===== src/rtl/akiu_pkg.sv =====
// ============================================================================
// akiu_pkg: shared types and constants of the adaptive keep-alive interval unit
// Holds the event, report and mode codes, register reset values and the
// packed structs for configuration, input item, learner state and result.
// ============================================================================
`default_nettype none

package akiu_pkg;

    // Field widths
    localparam int unsigned IVL_W   = 22;
    localparam int unsigned CNT_W   = 8;
    localparam int unsigned TIME_W  = 32;
    localparam int unsigned CFG_W   = 32;
    localparam int unsigned ADDR_W  = 3;

    // Consecutive short failures that flag a bad network
    localparam logic [CNT_W-1:0] BAD_NET_LIMIT = 8'd6;
    // Lateness of a probe that counts as a doze vote, in ms
    localparam logic [TIME_W:0]  DOZE_TOL_MS   = 33'd20000;
    // Doze votes needed before the doze vote can win
    localparam logic [CNT_W-1:0] DOZE_MIN_VOTES = 8'd2;

    // Event codes
    typedef enum logic [2:0] {
        REQ_PROBE_SENT = 3'd0,
        REQ_RESULT     = 3'd1,
        REQ_INTERVAL   = 3'd2,
        REQ_LINK_UP    = 3'd3,
        REQ_LINK_DOWN  = 3'd4,
        REQ_DOZE_CHECK = 3'd5
    } req_t;

    // Report codes
    typedef enum logic [2:0] {
        ACT_NONE       = 3'd0,
        ACT_DISCONNECT = 3'd1,
        ACT_BAD_NET    = 3'd2,
        ACT_RECALC     = 3'd3,
        ACT_CALC_END   = 3'd4
    } action_t;

    // Learned interval mode
    typedef enum logic [1:0] {
        MODE_NONE  = 2'd0,
        MODE_SMART = 2'd1,
        MODE_DOZE  = 2'd2
    } mode_t;

    // Configuration register indexes
    typedef enum logic [ADDR_W-1:0] {
        REG_MIN_INTERVAL  = 3'd0,
        REG_MAX_INTERVAL  = 3'd1,
        REG_SUCCESS_STEP  = 3'd2,
        REG_HEART_STEP    = 3'd3,
        REG_STABLE_TEST   = 3'd4,
        REG_BASE_SUCCESS  = 3'd5,
        REG_MAX_FAIL      = 3'd6,
        REG_PROBE_AGE     = 3'd7
    } reg_idx_t;

    // Register reset values
    localparam logic [IVL_W-1:0]  MIN_INTERVAL_RST  = 22'd270000;
    localparam logic [IVL_W-1:0]  MAX_INTERVAL_RST  = 22'd1710000;
    localparam logic [IVL_W-1:0]  SUCCESS_STEP_RST  = 22'd20000;
    localparam logic [IVL_W-1:0]  HEART_STEP_RST    = 22'd60000;
    localparam logic [CNT_W-1:0]  STABLE_TEST_RST   = 8'd3;
    localparam logic [CNT_W-1:0]  BASE_SUCCESS_RST  = 8'd3;
    localparam logic [CNT_W-1:0]  MAX_FAIL_RST      = 8'd3;
    localparam logic [TIME_W-1:0] PROBE_AGE_RST     = 32'd604800;

    typedef struct packed {
        logic [IVL_W-1:0]  min_interval;
        logic [IVL_W-1:0]  max_interval;
        logic [IVL_W-1:0]  success_step;
        logic [IVL_W-1:0]  heart_step;
        logic [CNT_W-1:0]  stable_test_count;
        logic [CNT_W-1:0]  base_success_count;
        logic [CNT_W-1:0]  max_fail_count;
        logic [TIME_W-1:0] probe_age_seconds;
    } cfg_t;

    typedef struct packed {
        logic [2:0]        req_type;
        logic              success;
        logic              timed_out;
        logic [TIME_W-1:0] now_seconds;
        logic              app_active;
        logic              net_connected;
        logic              on_mobile;
        logic [TIME_W-1:0] elapsed_ms;
    } item_t;

    typedef struct packed {
        logic              waiting_response;
        logic [CNT_W-1:0]  link_success_count;
        logic [IVL_W-1:0]  last_interval;
        logic [IVL_W-1:0]  prev_interval;
        logic [IVL_W-1:0]  cycle_interval;
        logic [IVL_W-1:0]  learned_interval;
        logic [CNT_W-1:0]  learned_success_count;
        logic [CNT_W-1:0]  learned_fail_count;
        logic [CNT_W-1:0]  short_fail_count;
        logic              learned_stable;
        mode_t             learned_mode;
        logic [TIME_W-1:0] last_change_time;
        logic [CNT_W-1:0]  doze_votes;
        logic [CNT_W-1:0]  normal_votes;
        logic              probe_started;
    } state_t;

    typedef struct packed {
        logic [IVL_W-1:0] interval;
        action_t          report_action;
        logic             report_flag;
        logic             stable;
        mode_t            heart_mode;
    } result_t;

endpackage

`default_nettype wire


===== src/rtl/akiu_core.sv =====
// ============================================================================
// akiu_core: next-state and result logic of the keep-alive learner
// Takes the current learner state, the configuration and one event and
// produces the state after the event and the result item, in one pass.
// ============================================================================
`default_nettype none

module akiu_core (
    input  akiu_pkg::cfg_t    cfg,
    input  akiu_pkg::state_t  st,
    input  akiu_pkg::item_t   item,
    output akiu_pkg::state_t  nx,
    output akiu_pkg::result_t res
);

    // Saturating 8-bit increment
    function automatic logic [akiu_pkg::CNT_W-1:0] inc8(input logic [akiu_pkg::CNT_W-1:0] v);
        inc8 = (v == '1) ? v : v + 8'd1;
    endfunction

    logic [akiu_pkg::IVL_W-1:0]  top;
    logic                        doze;
    logic                        res_ok;
    logic                        res_tmo;
    logic [akiu_pkg::TIME_W:0]   age;
    logic                        age_ok;
    logic [akiu_pkg::IVL_W:0]    raised;
    logic [akiu_pkg::IVL_W+1:0]  backed;
    logic                        backed_ok;
    logic [akiu_pkg::TIME_W:0]   lag;
    logic [akiu_pkg::TIME_W:0]   lag_mag;
    logic                        late;
    logic [akiu_pkg::IVL_W-1:0]  li;
    logic [akiu_pkg::IVL_W-1:0]  ln;
    logic                        touch_time;
    akiu_pkg::action_t           act;
    logic                        flg;

    // Ceiling, doze vote and shared compares
    assign top    = (cfg.max_interval > cfg.success_step) ?
                    cfg.max_interval - cfg.success_step : '0;
    assign doze   = (st.doze_votes >= akiu_pkg::DOZE_MIN_VOTES) &&
                    ({1'b0, st.doze_votes} > {st.normal_votes, 1'b0});
    assign res_ok  = (item.req_type == akiu_pkg::REQ_RESULT) && item.success;
    assign res_tmo = (item.req_type == akiu_pkg::REQ_RESULT) && item.timed_out;
    assign age    = {1'b0, item.now_seconds} - {1'b0, st.last_change_time};
    assign age_ok = !age[akiu_pkg::TIME_W] &&
                    (age[akiu_pkg::TIME_W-1:0] >= cfg.probe_age_seconds);
    assign raised = {1'b0, st.learned_interval} + {1'b0, cfg.heart_step};
    assign backed = {2'b00, st.learned_interval} - {2'b00, cfg.heart_step}
                    - {2'b00, cfg.success_step};
    assign backed_ok = !backed[akiu_pkg::IVL_W+1] &&
                       (backed[akiu_pkg::IVL_W:0] > {1'b0, cfg.min_interval});
    assign lag     = {1'b0, item.elapsed_ms} -
                     {{(akiu_pkg::TIME_W+1-akiu_pkg::IVL_W){1'b0}}, st.last_interval};
    assign lag_mag = lag[akiu_pkg::TIME_W] ? (~lag + 33'd1) : lag;
    assign late    = lag_mag >= akiu_pkg::DOZE_TOL_MS;

    // Apply one event to the learner state
    always_comb
    begin
        nx         = st;
        act        = akiu_pkg::ACT_NONE;
        flg        = 1'b0;
        li         = st.learned_interval;
        ln         = st.learned_interval;
        touch_time = 1'b0;
        case (item.req_type) inside
            akiu_pkg::REQ_PROBE_SENT:
            begin
                nx.probe_started    = 1'b1;
                nx.waiting_response = 1'b1;
            end
            akiu_pkg::REQ_RESULT, akiu_pkg::REQ_LINK_DOWN:
            begin
                if (st.waiting_response)
                begin
                    // Disconnect report on a failure of a stable link
                    if (!res_ok && st.link_success_count >= cfg.stable_test_count &&
                        st.learned_stable)
                    begin
                        act = akiu_pkg::ACT_DISCONNECT;
                        flg = res_tmo;
                    end
                    nx.prev_interval    = st.cycle_interval;
                    nx.cycle_interval   = st.last_interval;
                    nx.waiting_response = 1'b0;
                    if (res_ok)
                        nx.link_success_count = inc8(st.link_success_count);
                    if (nx.link_success_count <= cfg.stable_test_count)
                    begin
                        // Link still settling: count short failures
                        nx.short_fail_count = res_ok ? '0 : inc8(st.short_fail_count);
                        if (nx.short_fail_count >= akiu_pkg::BAD_NET_LIMIT &&
                            item.net_connected)
                        begin
                            act = akiu_pkg::ACT_BAD_NET;
                            flg = 1'b0;
                            nx.short_fail_count = '0;
                        end
                    end
                    else if (st.last_interval == st.learned_interval)
                    begin
                        // Count the outcome against the learned value
                        if (res_ok)
                        begin
                            if (st.last_interval == nx.prev_interval)
                            begin
                                nx.learned_success_count = inc8(st.learned_success_count);
                                nx.learned_fail_count    = '0;
                            end
                        end
                        else
                        begin
                            if (res_tmo)
                                nx.learned_success_count = '0;
                            nx.learned_fail_count = inc8(st.learned_fail_count);
                        end

                        if (res_ok && st.learned_stable)
                        begin
                            // Probe a larger interval once the stable value is old
                            if (st.learned_interval < top && age_ok)
                            begin
                                nx.learned_interval      = st.learned_interval +
                                                           cfg.success_step;
                                nx.learned_success_count = '0;
                                nx.learned_stable        = 1'b0;
                                nx.learned_fail_count    = '0;
                                act                      = akiu_pkg::ACT_RECALC;
                                flg                      = 1'b0;
                                touch_time               = 1'b1;
                            end
                        end
                        else if (res_ok)
                        begin
                            touch_time = 1'b1;
                            // Raise after enough successes in a row
                            if (nx.learned_success_count >= cfg.base_success_count)
                            begin
                                nx.learned_success_count = '0;
                                if (st.learned_interval >= top)
                                begin
                                    nx.learned_interval = top;
                                    nx.learned_stable   = 1'b1;
                                    nx.learned_mode     = doze ? akiu_pkg::MODE_DOZE :
                                                                 akiu_pkg::MODE_SMART;
                                    act                 = akiu_pkg::ACT_CALC_END;
                                    flg                 = 1'b0;
                                end
                                else if (doze)
                                    nx.learned_interval = top;
                                else if (raised < {1'b0, top})
                                    nx.learned_interval = raised[akiu_pkg::IVL_W-1:0];
                                else
                                    nx.learned_interval = top;
                            end
                        end
                        else if (st.last_interval != cfg.min_interval)
                        begin
                            touch_time = 1'b1;
                            // Back off after enough failures
                            if (nx.learned_fail_count >= cfg.max_fail_count)
                            begin
                                nx.learned_success_count = '0;
                                nx.learned_fail_count    = '0;
                                if (st.learned_stable)
                                begin
                                    nx.learned_interval = cfg.min_interval;
                                    nx.learned_stable   = 1'b0;
                                    act                 = akiu_pkg::ACT_RECALC;
                                    flg                 = 1'b1;
                                end
                                else
                                begin
                                    if (!doze && backed_ok)
                                        nx.learned_interval = backed[akiu_pkg::IVL_W-1:0];
                                    else
                                        nx.learned_interval = cfg.min_interval;
                                    nx.learned_stable = 1'b1;
                                    nx.learned_mode   = doze ? akiu_pkg::MODE_DOZE :
                                                               akiu_pkg::MODE_SMART;
                                    act               = akiu_pkg::ACT_CALC_END;
                                    flg               = 1'b0;
                                end
                            end
                        end
                    end
                    if (touch_time)
                        nx.last_change_time = item.now_seconds;
                end
                // Link down also drops the success run
                if (item.req_type == akiu_pkg::REQ_LINK_DOWN)
                begin
                    nx.learned_success_count = '0;
                    if (nx.learned_stable)
                        nx.last_interval = cfg.min_interval;
                end
            end
            akiu_pkg::REQ_INTERVAL:
            begin
                if (item.app_active || st.link_success_count < cfg.stable_test_count)
                    nx.last_interval = cfg.min_interval;
                else
                begin
                    if (doze && st.learned_mode != akiu_pkg::MODE_DOZE &&
                        st.learned_interval != top)
                    begin
                        li = cfg.min_interval;
                        ln = cfg.min_interval;
                    end
                    if (li >= cfg.max_interval || li < cfg.min_interval)
                    begin
                        li = cfg.min_interval;
                        ln = cfg.min_interval;
                    end
                    nx.last_interval    = li;
                    nx.learned_interval = ln;
                end
            end
            akiu_pkg::REQ_LINK_UP:
            begin
                nx.link_success_count = '0;
                nx.prev_interval      = cfg.min_interval;
                nx.cycle_interval     = cfg.min_interval;
            end
            akiu_pkg::REQ_DOZE_CHECK:
            begin
                if (!item.app_active && st.probe_started && item.on_mobile)
                begin
                    // Vote on how late the probe fired
                    if (late)
                    begin
                        nx.doze_votes = inc8(st.doze_votes);
                        if (st.normal_votes != '0)
                            nx.normal_votes = st.normal_votes - 8'd1;
                    end
                    else
                    begin
                        nx.normal_votes = inc8(st.normal_votes);
                        if (st.doze_votes != '0)
                            nx.doze_votes = st.doze_votes - 8'd1;
                    end
                    nx.probe_started = 1'b0;
                end
            end
            default:
            begin
                nx = st;
            end
        endcase
    end

    // Result item
    assign res.interval      = nx.last_interval;
    assign res.report_action = act;
    assign res.report_flag   = flg;
    assign res.stable        = nx.learned_stable;
    assign res.heart_mode    = nx.learned_mode;

endmodule

`default_nettype wire


===== src/rtl/adaptive_keepalive_interval_unit.sv =====
// ============================================================================
// adaptive_keepalive_interval_unit: keep-alive interval learner
// Learns the longest safe idle interval of a link from probe outcomes and
// reports disconnect, bad network, recalculation and end of learning.
// ============================================================================
`default_nettype none

// Every input transfer yields exactly one output transfer. An event is taken
// into an input register, applied to the learner state by combinational logic
// and its result lands in the output register, so the unit sustains one event
// per clock; the only limit is the output side taking results. The user must
// write configuration registers through the cfg port only while no event is in
// flight; the unit does not enforce this. Writes take effect for the next event.

module adaptive_keepalive_interval_unit (
    input  wire logic        clk,
    input  wire logic        rst_n,
    // Configuration write port
    input  wire logic        cfg_we,
    input  wire logic [2:0]  cfg_addr,
    input  wire logic [31:0] cfg_data,
    // Event stream
    input  wire logic        s_axis_tvalid,
    output      logic        s_axis_tready,
    // [0] success, [1] timed_out, [33:2] now_seconds, [34] app_active,
    // [35] net_connected, [36] on_mobile, [68:37] elapsed_ms, [71:69] zero
    input  wire logic [71:0] s_axis_tdata,
    // [2:0] req_type
    input  wire logic [2:0]  s_axis_tuser,
    // Result stream
    output      logic        m_axis_tvalid,
    input  wire logic        m_axis_tready,
    // [21:0] interval, [24:22] report_action, [25] report_flag, [26] stable,
    // [28:27] heart_mode, [31:29] zero
    output      logic [31:0] m_axis_tdata
);

    akiu_pkg::cfg_t    cfg_reg;
    akiu_pkg::state_t  state_reg;
    akiu_pkg::state_t  state_next;
    akiu_pkg::item_t   item_reg;
    akiu_pkg::item_t   item_in;
    akiu_pkg::result_t res_reg;
    akiu_pkg::result_t res_next;
    logic              in_valid_reg;
    logic              out_valid_reg;
    logic              advance;

    // Unpack the incoming transfer
    assign item_in.req_type      = s_axis_tuser;
    assign item_in.success       = s_axis_tdata[0];
    assign item_in.timed_out     = s_axis_tdata[1];
    assign item_in.now_seconds   = s_axis_tdata[33:2];
    assign item_in.app_active    = s_axis_tdata[34];
    assign item_in.net_connected = s_axis_tdata[35];
    assign item_in.on_mobile     = s_axis_tdata[36];
    assign item_in.elapsed_ms    = s_axis_tdata[68:37];

    // Advance the held event when the output register can take its result
    assign advance       = in_valid_reg && (!out_valid_reg || m_axis_tready);
    assign s_axis_tready = !in_valid_reg || advance;

    // Configuration registers
    always_ff @(posedge clk or negedge rst_n)
    begin
        if (!rst_n)
        begin
            cfg_reg.min_interval       <= akiu_pkg::MIN_INTERVAL_RST;
            cfg_reg.max_interval       <= akiu_pkg::MAX_INTERVAL_RST;
            cfg_reg.success_step       <= akiu_pkg::SUCCESS_STEP_RST;
            cfg_reg.heart_step         <= akiu_pkg::HEART_STEP_RST;
            cfg_reg.stable_test_count  <= akiu_pkg::STABLE_TEST_RST;
            cfg_reg.base_success_count <= akiu_pkg::BASE_SUCCESS_RST;
            cfg_reg.max_fail_count     <= akiu_pkg::MAX_FAIL_RST;
            cfg_reg.probe_age_seconds  <= akiu_pkg::PROBE_AGE_RST;
        end
        else if (cfg_we)
        begin
            unique case (akiu_pkg::reg_idx_t'(cfg_addr))
                akiu_pkg::REG_MIN_INTERVAL: cfg_reg.min_interval       <= cfg_data[21:0];
                akiu_pkg::REG_MAX_INTERVAL: cfg_reg.max_interval       <= cfg_data[21:0];
                akiu_pkg::REG_SUCCESS_STEP: cfg_reg.success_step       <= cfg_data[21:0];
                akiu_pkg::REG_HEART_STEP:   cfg_reg.heart_step         <= cfg_data[21:0];
                akiu_pkg::REG_STABLE_TEST:  cfg_reg.stable_test_count  <= cfg_data[7:0];
                akiu_pkg::REG_BASE_SUCCESS: cfg_reg.base_success_count <= cfg_data[7:0];
                akiu_pkg::REG_MAX_FAIL:     cfg_reg.max_fail_count     <= cfg_data[7:0];
                akiu_pkg::REG_PROBE_AGE:    cfg_reg.probe_age_seconds  <= cfg_data;
                default:                    cfg_reg                    <= cfg_reg;
            endcase
        end
    end

    // Input register
    always_ff @(posedge clk or negedge rst_n)
    begin
        if (!rst_n)
            in_valid_reg <= 1'b0;
        else if (s_axis_tready)
            in_valid_reg <= s_axis_tvalid;
    end

    always_ff @(posedge clk)
    begin
        if (s_axis_tvalid && s_axis_tready)
            item_reg <= item_in;
    end

    // Event logic
    akiu_core u_core (
        .cfg  (cfg_reg),
        .st   (state_reg),
        .item (item_reg),
        .nx   (state_next),
        .res  (res_next)
    );

    // Learner state: commit on each advanced event
    always_ff @(posedge clk or negedge rst_n)
    begin
        if (!rst_n)
        begin
            state_reg.waiting_response      <= 1'b0;
            state_reg.link_success_count    <= '0;
            state_reg.last_interval         <= akiu_pkg::MIN_INTERVAL_RST;
            state_reg.prev_interval         <= akiu_pkg::MIN_INTERVAL_RST;
            state_reg.cycle_interval        <= akiu_pkg::MIN_INTERVAL_RST;
            state_reg.learned_interval      <= akiu_pkg::MIN_INTERVAL_RST;
            state_reg.learned_success_count <= '0;
            state_reg.learned_fail_count    <= '0;
            state_reg.short_fail_count      <= '0;
            state_reg.learned_stable        <= 1'b0;
            state_reg.learned_mode          <= akiu_pkg::MODE_NONE;
            state_reg.last_change_time      <= '0;
            state_reg.doze_votes            <= '0;
            state_reg.normal_votes          <= '0;
            state_reg.probe_started         <= 1'b0;
        end
        else if (advance)
            state_reg <= state_next;
    end

    // Output register
    always_ff @(posedge clk or negedge rst_n)
    begin
        if (!rst_n)
            out_valid_reg <= 1'b0;
        else if (advance)
            out_valid_reg <= 1'b1;
        else if (m_axis_tready)
            out_valid_reg <= 1'b0;
    end

    always_ff @(posedge clk)
    begin
        if (advance)
            res_reg <= res_next;
    end

    // Pack the outgoing transfer
    assign m_axis_tvalid = out_valid_reg;
    assign m_axis_tdata  = {3'b000, res_reg.heart_mode, res_reg.stable,
                            res_reg.report_flag, res_reg.report_action,
                            res_reg.interval};

    // A stable learned value always carries a mode
    assert property (@(posedge clk) disable iff (!rst_n)
        state_reg.learned_stable |-> (state_reg.learned_mode != akiu_pkg::MODE_NONE))
        else $error("stable value without a mode");

    // A probe-sent event leaves the learner waiting for its result
    assert property (@(posedge clk) disable iff (!rst_n)
        (advance && item_reg.req_type == akiu_pkg::REQ_PROBE_SENT)
        |=> (state_reg.waiting_response && state_reg.probe_started))
        else $error("probe sent did not arm the response wait");

    // An interval request from a foreground app grants the floor
    assert property (@(posedge clk) disable iff (!rst_n)
        (advance && item_reg.req_type == akiu_pkg::REQ_INTERVAL && item_reg.app_active)
        |=> (res_reg.interval == $past(cfg_reg.min_interval)))
        else $error("foreground request did not get the smallest interval");

    // No report means no report flag
    assert property (@(posedge clk) disable iff (!rst_n)
        (out_valid_reg && res_reg.report_action == akiu_pkg::ACT_NONE)
        |-> !res_reg.report_flag)
        else $error("report flag without a report");

endmodule

`default_nettype wire


===== config.mk =====
export PLATFORM = sky130hd
export DESIGN_NAME = adaptive_keepalive_interval_unit
export DESIGN_NICKNAME = d
export VERILOG_FILES = /design/src/rtl/akiu_pkg.sv /design/src/rtl/akiu_core.sv /design/src/rtl/adaptive_keepalive_interval_unit.sv
export SDC_FILE = /design/constraint.sdc
export NUM_CORES = 1
export LEC_CHECK = 0
export BUFFER_PORTS_ARGS = -buffer_cell sky130_fd_sc_hd__buf_4
export CAP_MARGIN = 20
export CORE_AREA = 2 2 276 278
export DETAILED_ROUTE_END_ITERATION = 8
export DIE_AREA = 0 0 278 280
export HOLD_SLACK_MARGIN = 0.1
export PLACE_DENSITY_LB_ADDON = 0.05
export SLEW_MARGIN = 10
export SYNTH_ARGS = -nofsm -noshare
export SYNTH_HDL_FRONTEND = slang
export SYNTH_SLANG_ARGS = --single-unit

===== constraint.sdc =====
create_clock -name clk -period 14.5 [get_ports clk]
set_clock_uncertainty 0.05 [all_clocks]
set_input_delay 0.725 -clock clk [delete_from_list [all_inputs] [get_ports clk]]
set_output_delay 0.725 -clock clk [all_outputs]
set_load 0.02 [all_outputs]

# Yosys cells after proc, flatten, opt, wreduce, memory -nomap -nowiden
# Cells that the tools add are included.
# word_totals
in_bits	115
word_cells	306
regBits	398
# classes
n_eq_ne	44
order_cmp	17
bitwise_logic	6
mux	126
addsub	16
n_reduce_logical	60
# ops
cell	count
22-bit 2-to-1 mux	25
103-bit 2-to-1 mux	3
38-bit 2-to-1 mux	6
8-bit 2-to-1 mux	22
16-bit 2-to-1 mux	8
35-bit 2-to-1 mux	2
30-bit 2-to-1 mux	2
3-bit 2-to-1 mux	17
8-bit by 1-bit adder with 8-bit output (second input constant)	6
8-bit equality test (second input constant)	6
22-bit equality test	2
22-bit greater-or-equal comparator	2
22-bit < comparator	2
22-bit != test	2
1-bit 2-to-1 mux	35
33-bit by 1-bit adder with 33-bit output (second input constant)	1
33-bit by 15-bit greater-or-equal comparator with 1-bit output (second input constant)	1
33-bit 2-to-1 mux	1
33-bit inverter	1
32-bit by 22-bit subtractor with 33-bit output	1
32-bit by 32-bit subtractor with 33-bit output	1
32-bit greater-or-equal comparator	1
32-bit 2-to-1 mux	1
8-bit greater-or-equal comparator	3
other kinds (41)	118

# Logic depth before layout (Yosys ltp)
# Gate-level depths: netlist of the first run.
# depth
word_depth	25
depth_mapped	42
ltp_nobuf	38

# Cells and area by module
# From an unflattened synthesis of the first run, not the netlist that was laid out.
# hier_totals
hier_cells	3855
hier_area_um2	35574.1
# by_module_without_submodules
mod	seq_area_each_um2	cells_each	area_per_inst_um2	instances
akiu_core	0.0	3066	20547.2	1
adaptive_keepalive_interval_unit	11109.4	789	15026.9	1

# Worst setup path after synthesis of the first run
# Ideal clock, no wire load.
# synth_path
path_kind	register to register
startpoint	reg cfg_reg[100] (netlist name)
endpoint	reg state_reg[92] (netlist name)
arrival_time_ns	7.749
path_buffers	4
setup_ns	0.138
setup_slack_ns	6.562
path_stages_with_launch	41
path_cell_list	dfrtp_1 inv_1 ha_1 inv_1 fa_1 a21o_1 a21oi_1 o21ai_0 a31oi_1 o2bb2ai_1 o21ai_0 nand2b_1 a21oi_1 xnor2_1 nand2_1 ha_1 and3_1 nand4_1 [5 not listed] clkbuf_1 clkbuf_1 a21oi_1 inv_1 ha_1 a21o_1 a21o_1 a21o_1 a21o_1 a31oi_1 nand3_1 a31oi_1 a211oi_1 a21oi_1 a31oi_1 clkbuf_1 a222oi_1 o21ai_0
# synth_via
elab_chain_cells	15
elab_cells_between_ends	34
cone_classes	add/sub: 1; order compare: 6; eq/ne: 2; mux: 21; reduce/logical: 4
# synth_lines
element	line	source
start, declared	adaptive_keepalive_interval_unit.sv:38	akiu_pkg::cfg_t cfg_reg;
start signal, assigned	adaptive_keepalive_interval_unit.sv:88	default: cfg_reg <= cfg_reg;
22-bit subtractor or 22-bit > comparator (tied branches)	akiu_core.sv:41, akiu_core.sv:40	
22-bit 2-to-1 mux	akiu_core.sv:40	assign top = (cfg.max_interval > cfg.success_step) ?
22-bit != test or 23-bit by 22-bit < comparator with 1-bit output (tied branches)	akiu_core.sv:207, akiu_core.sv:153	
1-bit logical AND or 22-bit 2-to-1 mux (tied branches)	akiu_core.sv:206, akiu_core.sv:153	
22-bit 2-to-1 mux, on equally long branches	-	
22-bit 2-to-1 mux, on equally long branches	akiu_core.sv:202, akiu_core.sv:142	
22-bit 2-to-1 mux or 30-bit 2-to-1 mux (tied branches)	akiu_core.sv:68, akiu_core.sv:139	
22-bit 2-to-1 mux or 30-bit 2-to-1 mux (tied branches)	akiu_core.sv:68, akiu_core.sv:135	
22-bit 2-to-1 mux or 38-bit 2-to-1 mux (tied branches)	akiu_core.sv:68, akiu_core.sv:120	
22-bit greater-or-equal comparator, or another cell as far along	akiu_core.sv:212	if (li >= cfg.max_interval || li < cfg.min_interval)
1-bit logical OR or 38-bit 2-to-1 mux (tied branches)	akiu_core.sv:212, akiu_core.sv:90	
22-bit 2-to-1 mux or 103-bit 2-to-1 mux (tied branches)	akiu_core.sv:212, akiu_core.sv:76	
22-bit 2-to-1 mux or 103-bit 2-to-1 mux (tied branches)	akiu_core.sv:202, akiu_core.sv:68	
22-bit 2-to-1 mux or 103-bit 2-to-1 mux (tied branches)	akiu_core.sv:68	case (item.req_type) inside
22-bit 2-to-1 mux	akiu_core.sv:68	
end signal, assigned	adaptive_keepalive_interval_unit.sv:139	state_reg <= state_next;
end, declared	adaptive_keepalive_interval_unit.sv:39	akiu_pkg::state_t state_reg;
# Several ways; a longest one is shown, not always the timed one. The select of a mux whose other input is x is not followed.
# A chain may end at the register's enable or synchronous reset.

# Worst setup path after layout of the first run
# layout_path
startpoint	reg cfg_reg[79] (netlist name)
endpoint	reg state_reg[91] (netlist name)
# layout_via
elab_chain_cells	16
elab_cells_between_ends	45
cone_classes	add/sub: 3; order compare: 7; eq/ne: 2; mux: 26; reduce/logical: 7
# layout_lines
element
branches (longest 16 deep; another with 22-bit subtractor)
# Several ways; the timed one is not identified. The select of a mux whose other input is x is not followed.

==> results of run 1 <==
final cells by class:
cell class | count | area, um^2
Clock buffer | 72 | 1420
Sequential cell | 398 | 10500
Timing Repair Buffer | 179 | 1350
Tap cell | 978 | 1220
Fill cell | 7228 | 39600
Multi-Input combinational cell | 2760 | 19700
Inverter | 290 | 1090
Clock inverter | 22 | 216
kinds of logic (layout without fill, tap and decap cells):
kind of cell | count (synthesis) | after routing | share of synthesized area [%]
buffers and inverters | 433 | 563 | 5.19
flip-flops | 398 | 398 | 33.1
AO/OA/AOI/OAI | 1061 | 1061 | 21.5
other | 1 | 3 | 0.0118
multiplexers | 137 | 137 | 4.67
AND/OR/NAND/NOR | 974 | 974 | 14.9
XOR/XNOR | 215 | 215 | 5.91
adder cells (fa/ha/maj) | 370 | 370 | 14.7
worst paths after layout:
kind                       depth (start not counted)  slack (ns)       endpoint
setup reg to reg                                  37        4.42  state_reg[91]
min in group clk                                   1        0.23   item_reg[52]
max in group asynchronous                          2       12.74  state_reg[44]
setup / recovery                                  37        4.42  state_reg[91]
hold / removal                                     1        0.09    cfg_reg[42]
hold reg to reg                                    2        0.43   state_reg[0]
Yosys cell counts (all sizes together) (9+ instances only):
library cell  count
a2111oi          11
a211oi           21
a21boi           11
a21o            134
a21oi           258
a221o            17
a221oi           17
a222oi           12
a22o             13
a22oi            34
a31oi            26
and2             25
and3             49
buf              12
clkbuf          131
dfrtp           230
dfstp            67
edfxtp          101
fa                9
ha              361
inv             290
mux2             92
mux2i            45
nand2           333
nand2b           51
nand3            65
nand4            67
nor2            183
nor2b            37
nor3             62
nor4             20
o211a             9
o211ai           15
o21a             33
o21ai           314
o21bai           27
o22ai             9
o31ai            17
or2              18
or3              24
xnor2           148
xor2             67
power by group through the flow:
stage	Combinational (mW)	Clock [mW]	Sequential, mW
after CTS	4.33	1.31	1.70
after detailed placement	4.30	0	1.72
final	4.38	1.27	1.70
after global routing	4.86	1.34	1.72
after global placement	4.23	0	1.71
after floorplan	3.13	0	1.55
cells in the final DEF (no fill, tap or decap), drive strengths merged, types with 26 or more instances in the layout:
| master | n |
|---|---|
| o21a | 33 |
| xnor2 | 148 |
| nand4 | 67 |
| mux2i | 45 |
| inv | 294 |
| nand2 | 333 |
| nor3 | 62 |
| a31oi | 26 |
| o21ai | 314 |
| mux2 | 92 |
| clkbuf | 72 |
| o21bai | 27 |
| a21o | 134 |
| nand2b | 51 |
| dfrtp | 230 |
| nand3 | 65 |
| dfstp | 67 |
| and3 | 49 |
| a21oi | 258 |
| buf | 179 |
| ha | 361 |
| nor2 | 183 |
| edfxtp | 101 |
| a22oi | 34 |
| nor2b | 37 |
| xor2 | 67 |
metal layers:
| metal | share of wire, % | vias up | global-route usage (%) |
|---|---|---|---|
| met5 | 0.071 | - | 0.750 |
| met4 | 4.5 | 2 | 11.3 |
| met3 | 6.0 | 197 | 5.25 |
| met2 | 46 | 745 | 43.6 |
| met1 | 44 | 13100 | 34.8 |
| li1 | - | 13200 | - |
stage by stage:
stage / instance area (um^2) / worst slack [ns] / total power, mW / hold slack (ns)
after floorplan: 31900 / 6.56 / 4.68 / 0.379
after global placement: 33900 / 4.77 / 5.94 / 0.405
after detailed placement: 33900 / 4.71 / 6.02 / 0.417
after CTS: 35600 / 4.65 / 7.34 / 0.120
after global routing: 35600 / 3.77 / 7.92 / 0.153
final: 35600 / 4.42 / 7.34 / 0.0917
==> results_dict.tcl, run 1 <==
set metrics [dict create \
    worst-slew-pin-transition_ns 1.17 \
    cts_tree "built" \
    clock_sinks 398 \
    power.share.clock_pct 17.3 \
    path_delay_family "compound AO/OA/AOI/OAI gates" \
    hpwlAfterDp_um 82400 \
    finalSetupViolations 0 \
    grtUsageTotal_pct 26.8 \
    yosys.area.top_type_share_pct 18.1 \
    finalMaxSlewViolations 0 \
    area_growth_pct 11.7 \
    status "finished, final reports clean" \
    clkTransAtPathRegs_ns 0.06 \
    netlist_area_um2 31800 \
    rr_startpoint "cfg_reg[79]" \
    cp-startpoint "cfg_reg[79]" \
    grt_pass1_vias 26600 \
    place_congestion 0.958 \
    ys_seq_area_share_pct 33.1 \
    p_sw_share_pct 47.1 \
    dieHeight_um 280 \
    fin_nets 4164 \
    overflow 0 \
    dpl.cell_count 4604 \
    cts_root_buffer "clkbuf_16" \
    hold_viol 0 \
    clk_latency_ns 0.62 \
    worstPathArrival_ns 10.49 \
    fin_cells 4699 \
    grt_max_degree 97 \
    internal_power_mw 3.89 \
    holdBufCountCts 0 \
    clock_path_buffers 3 \
    worst_setup_path_end_kind "flop" \
    fin_crit_sh_pct 69.5 \
    first_iter_violations 2225 \
    postSynthAreaPerCell_um2 8.87 \
    path_buf_inv 5 \
    row_count 101 \
    p_switching_mw 3.46 \
    dieArea_um2 77800 \
    num_antenna_cells 0 \
    yosysWarnings 0 \
    cp_data_required_time_ns 14.90 \
    pwr-share-seq_pct 23.1 \
    grt_pass1_wl_um 160000 \
    wirelength_um 106000 \
    pin_count 149 \
    rsz0062_at_grt "no" \
    antenna_found_initial 3 \
    wl_per_cell_um 22.5 \
    slowest_delay_ns 0.72 \
    die_w_um 278 \
    timing.fmax_mhz 99.2 \
    fin_crit_ns 10.08 \
    yosys.area.top_type "dfrtp_1" \
    ir_drop_mv 0.152 \
    first_pass_iters 8 \
    crit_fanout 48 \
    ys_ff_latch 398 \
    crit_slowest_cell "a21boi_0" \
    cts_max_level 2 \
    num_vias 27200 \
    max-slew-margin-rel_pct 19.7 \
    antenna_left 0 \
    synth_edf_count 101 \
    largest_register_ffs 151 \
    numCtsBuffers 50 \
    crit_type "reg2reg" \
    p_per_area_nw_per_um2 206 \
    drc 0 \
    port_buffers 142 \
    combinationalPowerShare_pct 59.6 \
    initial_core_util_pct 42.4 \
    ctsResizeCount 0 \
    viasPerCell 5.78 \
    max_cap_violations 0 \
    p_leak_nw 16.3 \
    cts_setup_buffers 0 \
    synth_async_sr_flop_share_pct 74.6 \
    synth_ff_type "dfrtp_1" \
    netlist_top_cells_area "dfrtp_1, ha_1, edfxtp_1, dfstp_2, o21ai_0" \
    crit_path_start_kind "flop" \
    fin_util_pct 47.3 \
    setup-tns-final_ns 0 \
    yosysUniqueCellTypes 89 \
    netlist_instances 3589 \
    hold_class "in2async" \
    drive_gt1_share_pct 12.6 \
    core_area_um2 75200 \
]
(Power assumes the default switching activity.)
==> run 2, diff against run 1 <==
==> constraint.sdc (replaced) <==
create_clock -name clk -period 8.3 [get_ports clk]
set_clock_uncertainty 0.05 [all_clocks]
set_input_delay 0.415 -clock clk [delete_from_list [all_inputs] [get_ports clk]]
set_output_delay 0.415 -clock clk [all_outputs]
set_load 0.02 [all_outputs]
==> results_dict.tcl, run 2 (synthesis gave the netlist of run 1 again) <==
set metrics [dict create \
    drc 0 \
    die_w_um 278 \
    endpoint "m_axis_tdata[11]" \
    grt_busiest_layer "met2" \
    max_cap_violations 0 \
    p_sw_share_pct 46.2 \
    cp-startpoint "cfg_reg[87]" \
    clock_path_buffers 3 \
    p_leak_nw 17.3 \
    clock_sinks 398 \
    first_pass_iters 7 \
    wl_per_cell_um 22.4 \
    r2r_cells 36 \
    fin_util_pct 50.1 \
    clkTransAtPathRegs_ns 0.06 \
    core_area_um2 75200 \
    overflow 0 \
    crit_path_start_kind "flop" \
    cp_data_required_time_ns 8.60 \
    row_count 101 \
    clk_latency_ns 0.61 \
    place_congestion 0.966 \
    pin_count 149 \
    timing.fmax_mhz 126 \
    wirelength_um 110000 \
    use_met3_pct 3.97 \
    crit_slowest_cell "dfstp_2" \
    reg2reg_to "m_axis_tdata[11]" \
    slowest_delay_ns 0.53 \
    internal_power_mw 7.28 \
    area_growth_pct 18.3 \
    grt_pass1_vias 27400 \
    cts_tree "built" \
    finalPower_mw 13.5 \
    antenna_left 0 \
    max-slew-margin-rel_pct 32.2 \
    ir_drop_mv 0.253 \
    first_iter_violations 2407 \
    grtUsageTotal_pct 27.8 \
    port_buffers 142 \
    fin_crit_ns 7.92 \
    finalMaxSlewViolations 0 \
    crit_fanout 16 \
    num_vias 28200 \
    use_met2_pct 46.8 \
    antenna_found_initial 5 \
    use_met1_pct 36.7 \
    hold_class "in2reg" \
    worst_setup_path_end_kind "flop" \
    status "finished, final reports clean" \
    dieArea_um2 77800 \
    num_antenna_cells 0 \
    worstPathArrival_ns 8.22 \
    dieHeight_um 280 \
    cts_max_level 2 \
    cts_setup_buffers 0 \
    fin_nets 4376 \
    p_switching_mw 6.25 \
    power.share.clock_pct 17.2 \
    cts_root_buffer "clkbuf_16" \
    combinationalPowerShare_pct 61.1 \
    final_cell_mix "ha_1, nand2_1, o21ai_0" \
    grt_pass1_wl_um 166000 \
    rr_startpoint "cfg_reg[87]" \
    crit_type "reg2reg" \
    drive_gt1_share_pct 15.3 \
    hpwlAfterDp_um 85000 \
    final_common_cell "ha_1" \
    viasPerCell 5.73 \
    p_per_area_nw_per_um2 359 \
    worst-slew-pin-transition_ns 1.00 \
    grt_max_degree 122 \
    hold_viol 0 \
    initial_core_util_pct 42.4 \
    setup-tns-final_ns 0 \
    numCtsBuffers 51 \
    largest_register_ffs 151 \
    fin_crit_sh_pct 95.4 \
    pwr-share-seq_pct 21.6 \
    reg2reg_slack_ns 0.38 \
    finalSetupViolations 0 \
]
run 2: cell types whose count changed in the layout (fill, tap and decap cells not counted), moves of 4 or more:
cell,previous run,this run
buf_4,178,279
dlygate4sd3_1,0,100
o21ai_0,311,302
o21ai_1,3,10
a21oi_1,256,250
a21oi_2,1,7
a221oi_1,17,12
a221oi_2,0,5
buf_6,0,5
buf_12,0,4
run 2: through the flow:
step | cell area [um^2] | hold WS, ns | cells | setup slack [ns]
floorplan | 31900 | 0.0694 | 3591 | 0.362
global placement | 34800 | 0.406 | 4714 | -0.0146
detailed placement | 34800 | 0.427 | 4715 | -0.104
CTS | 37600 | 0.101 | 4910 | 0.0148
global route | 37700 | 0.125 | 4911 | -0.000277
finish | 37700 | 0.130 | 4911 | 0.381
run 2: timing repair:
item | CTS | global route
hold buffers | 100 | 0
pin swaps | 0 | 11
resized for setup | 5 | 34
endpoints found under the hold margin | 218 | 0
setup endpoints to repair | 29 | 66
run 2: how the worst min path moves through the flow:
stage | start | to | slack [ns] | cells after the start
after CTS | cfg_data[1] | cfg_reg[49] | 0.10 | 3
after detailed placement | item_reg[55] | state_reg[37] | 0.43 | 2
final | cfg_data[1] | cfg_reg[49] | 0.13 | 3
after global routing | cfg_data[5] | cfg_reg[127] | 0.12 | 3
after global placement | state_reg[0] | state_reg[0] | 0.41 | 2
after floorplan | rst_n | cfg_reg[0] | 0.07 | 0
run 2: power by group through the flow:
stage	clock network, mW	registers [mW]	logic, mW
global placement	0	2.95	7.94
global route	2.47	2.96	9.08
CTS	2.38	2.92	8.15
detailed placement	0	2.96	8.03
floorplan	0	2.71	5.46
finish	2.33	2.93	8.27
run 2: per-layer routing:
layer / vias up / share of wire, %
li1: 13600 / -
met1: 13600 / 44
met2: 798 / 47
met3: 185 / 5.5
met4: 0 / 3.4
met5: - / 0
run 2: final cells by class:
cell class	count	area, um^2
fill	6999	37500
multi-input combinational	2760	19800
sequential	398	10500
timing repair buffer	390	3250
clock buffer	79	1540
tap	978	1220
inverter	290	1090
clock inverter	16	191
run 2: critical path: cells and delay by family (launching register included):
| kind | cells | cell delay, ns |
|---|---|---|
| AND/OR/NAND/NOR | 10 | 1.68 |
| AO/OA/AOI/OAI | 14 | 2.90 |
| multiplexers | 1 | 0.39 |
| flip-flops | 1 | 0.53 |
| buffers and inverters | 8 | 1.14 |
| adder cells (fa/ha/maj) | 3 | 0.96 |
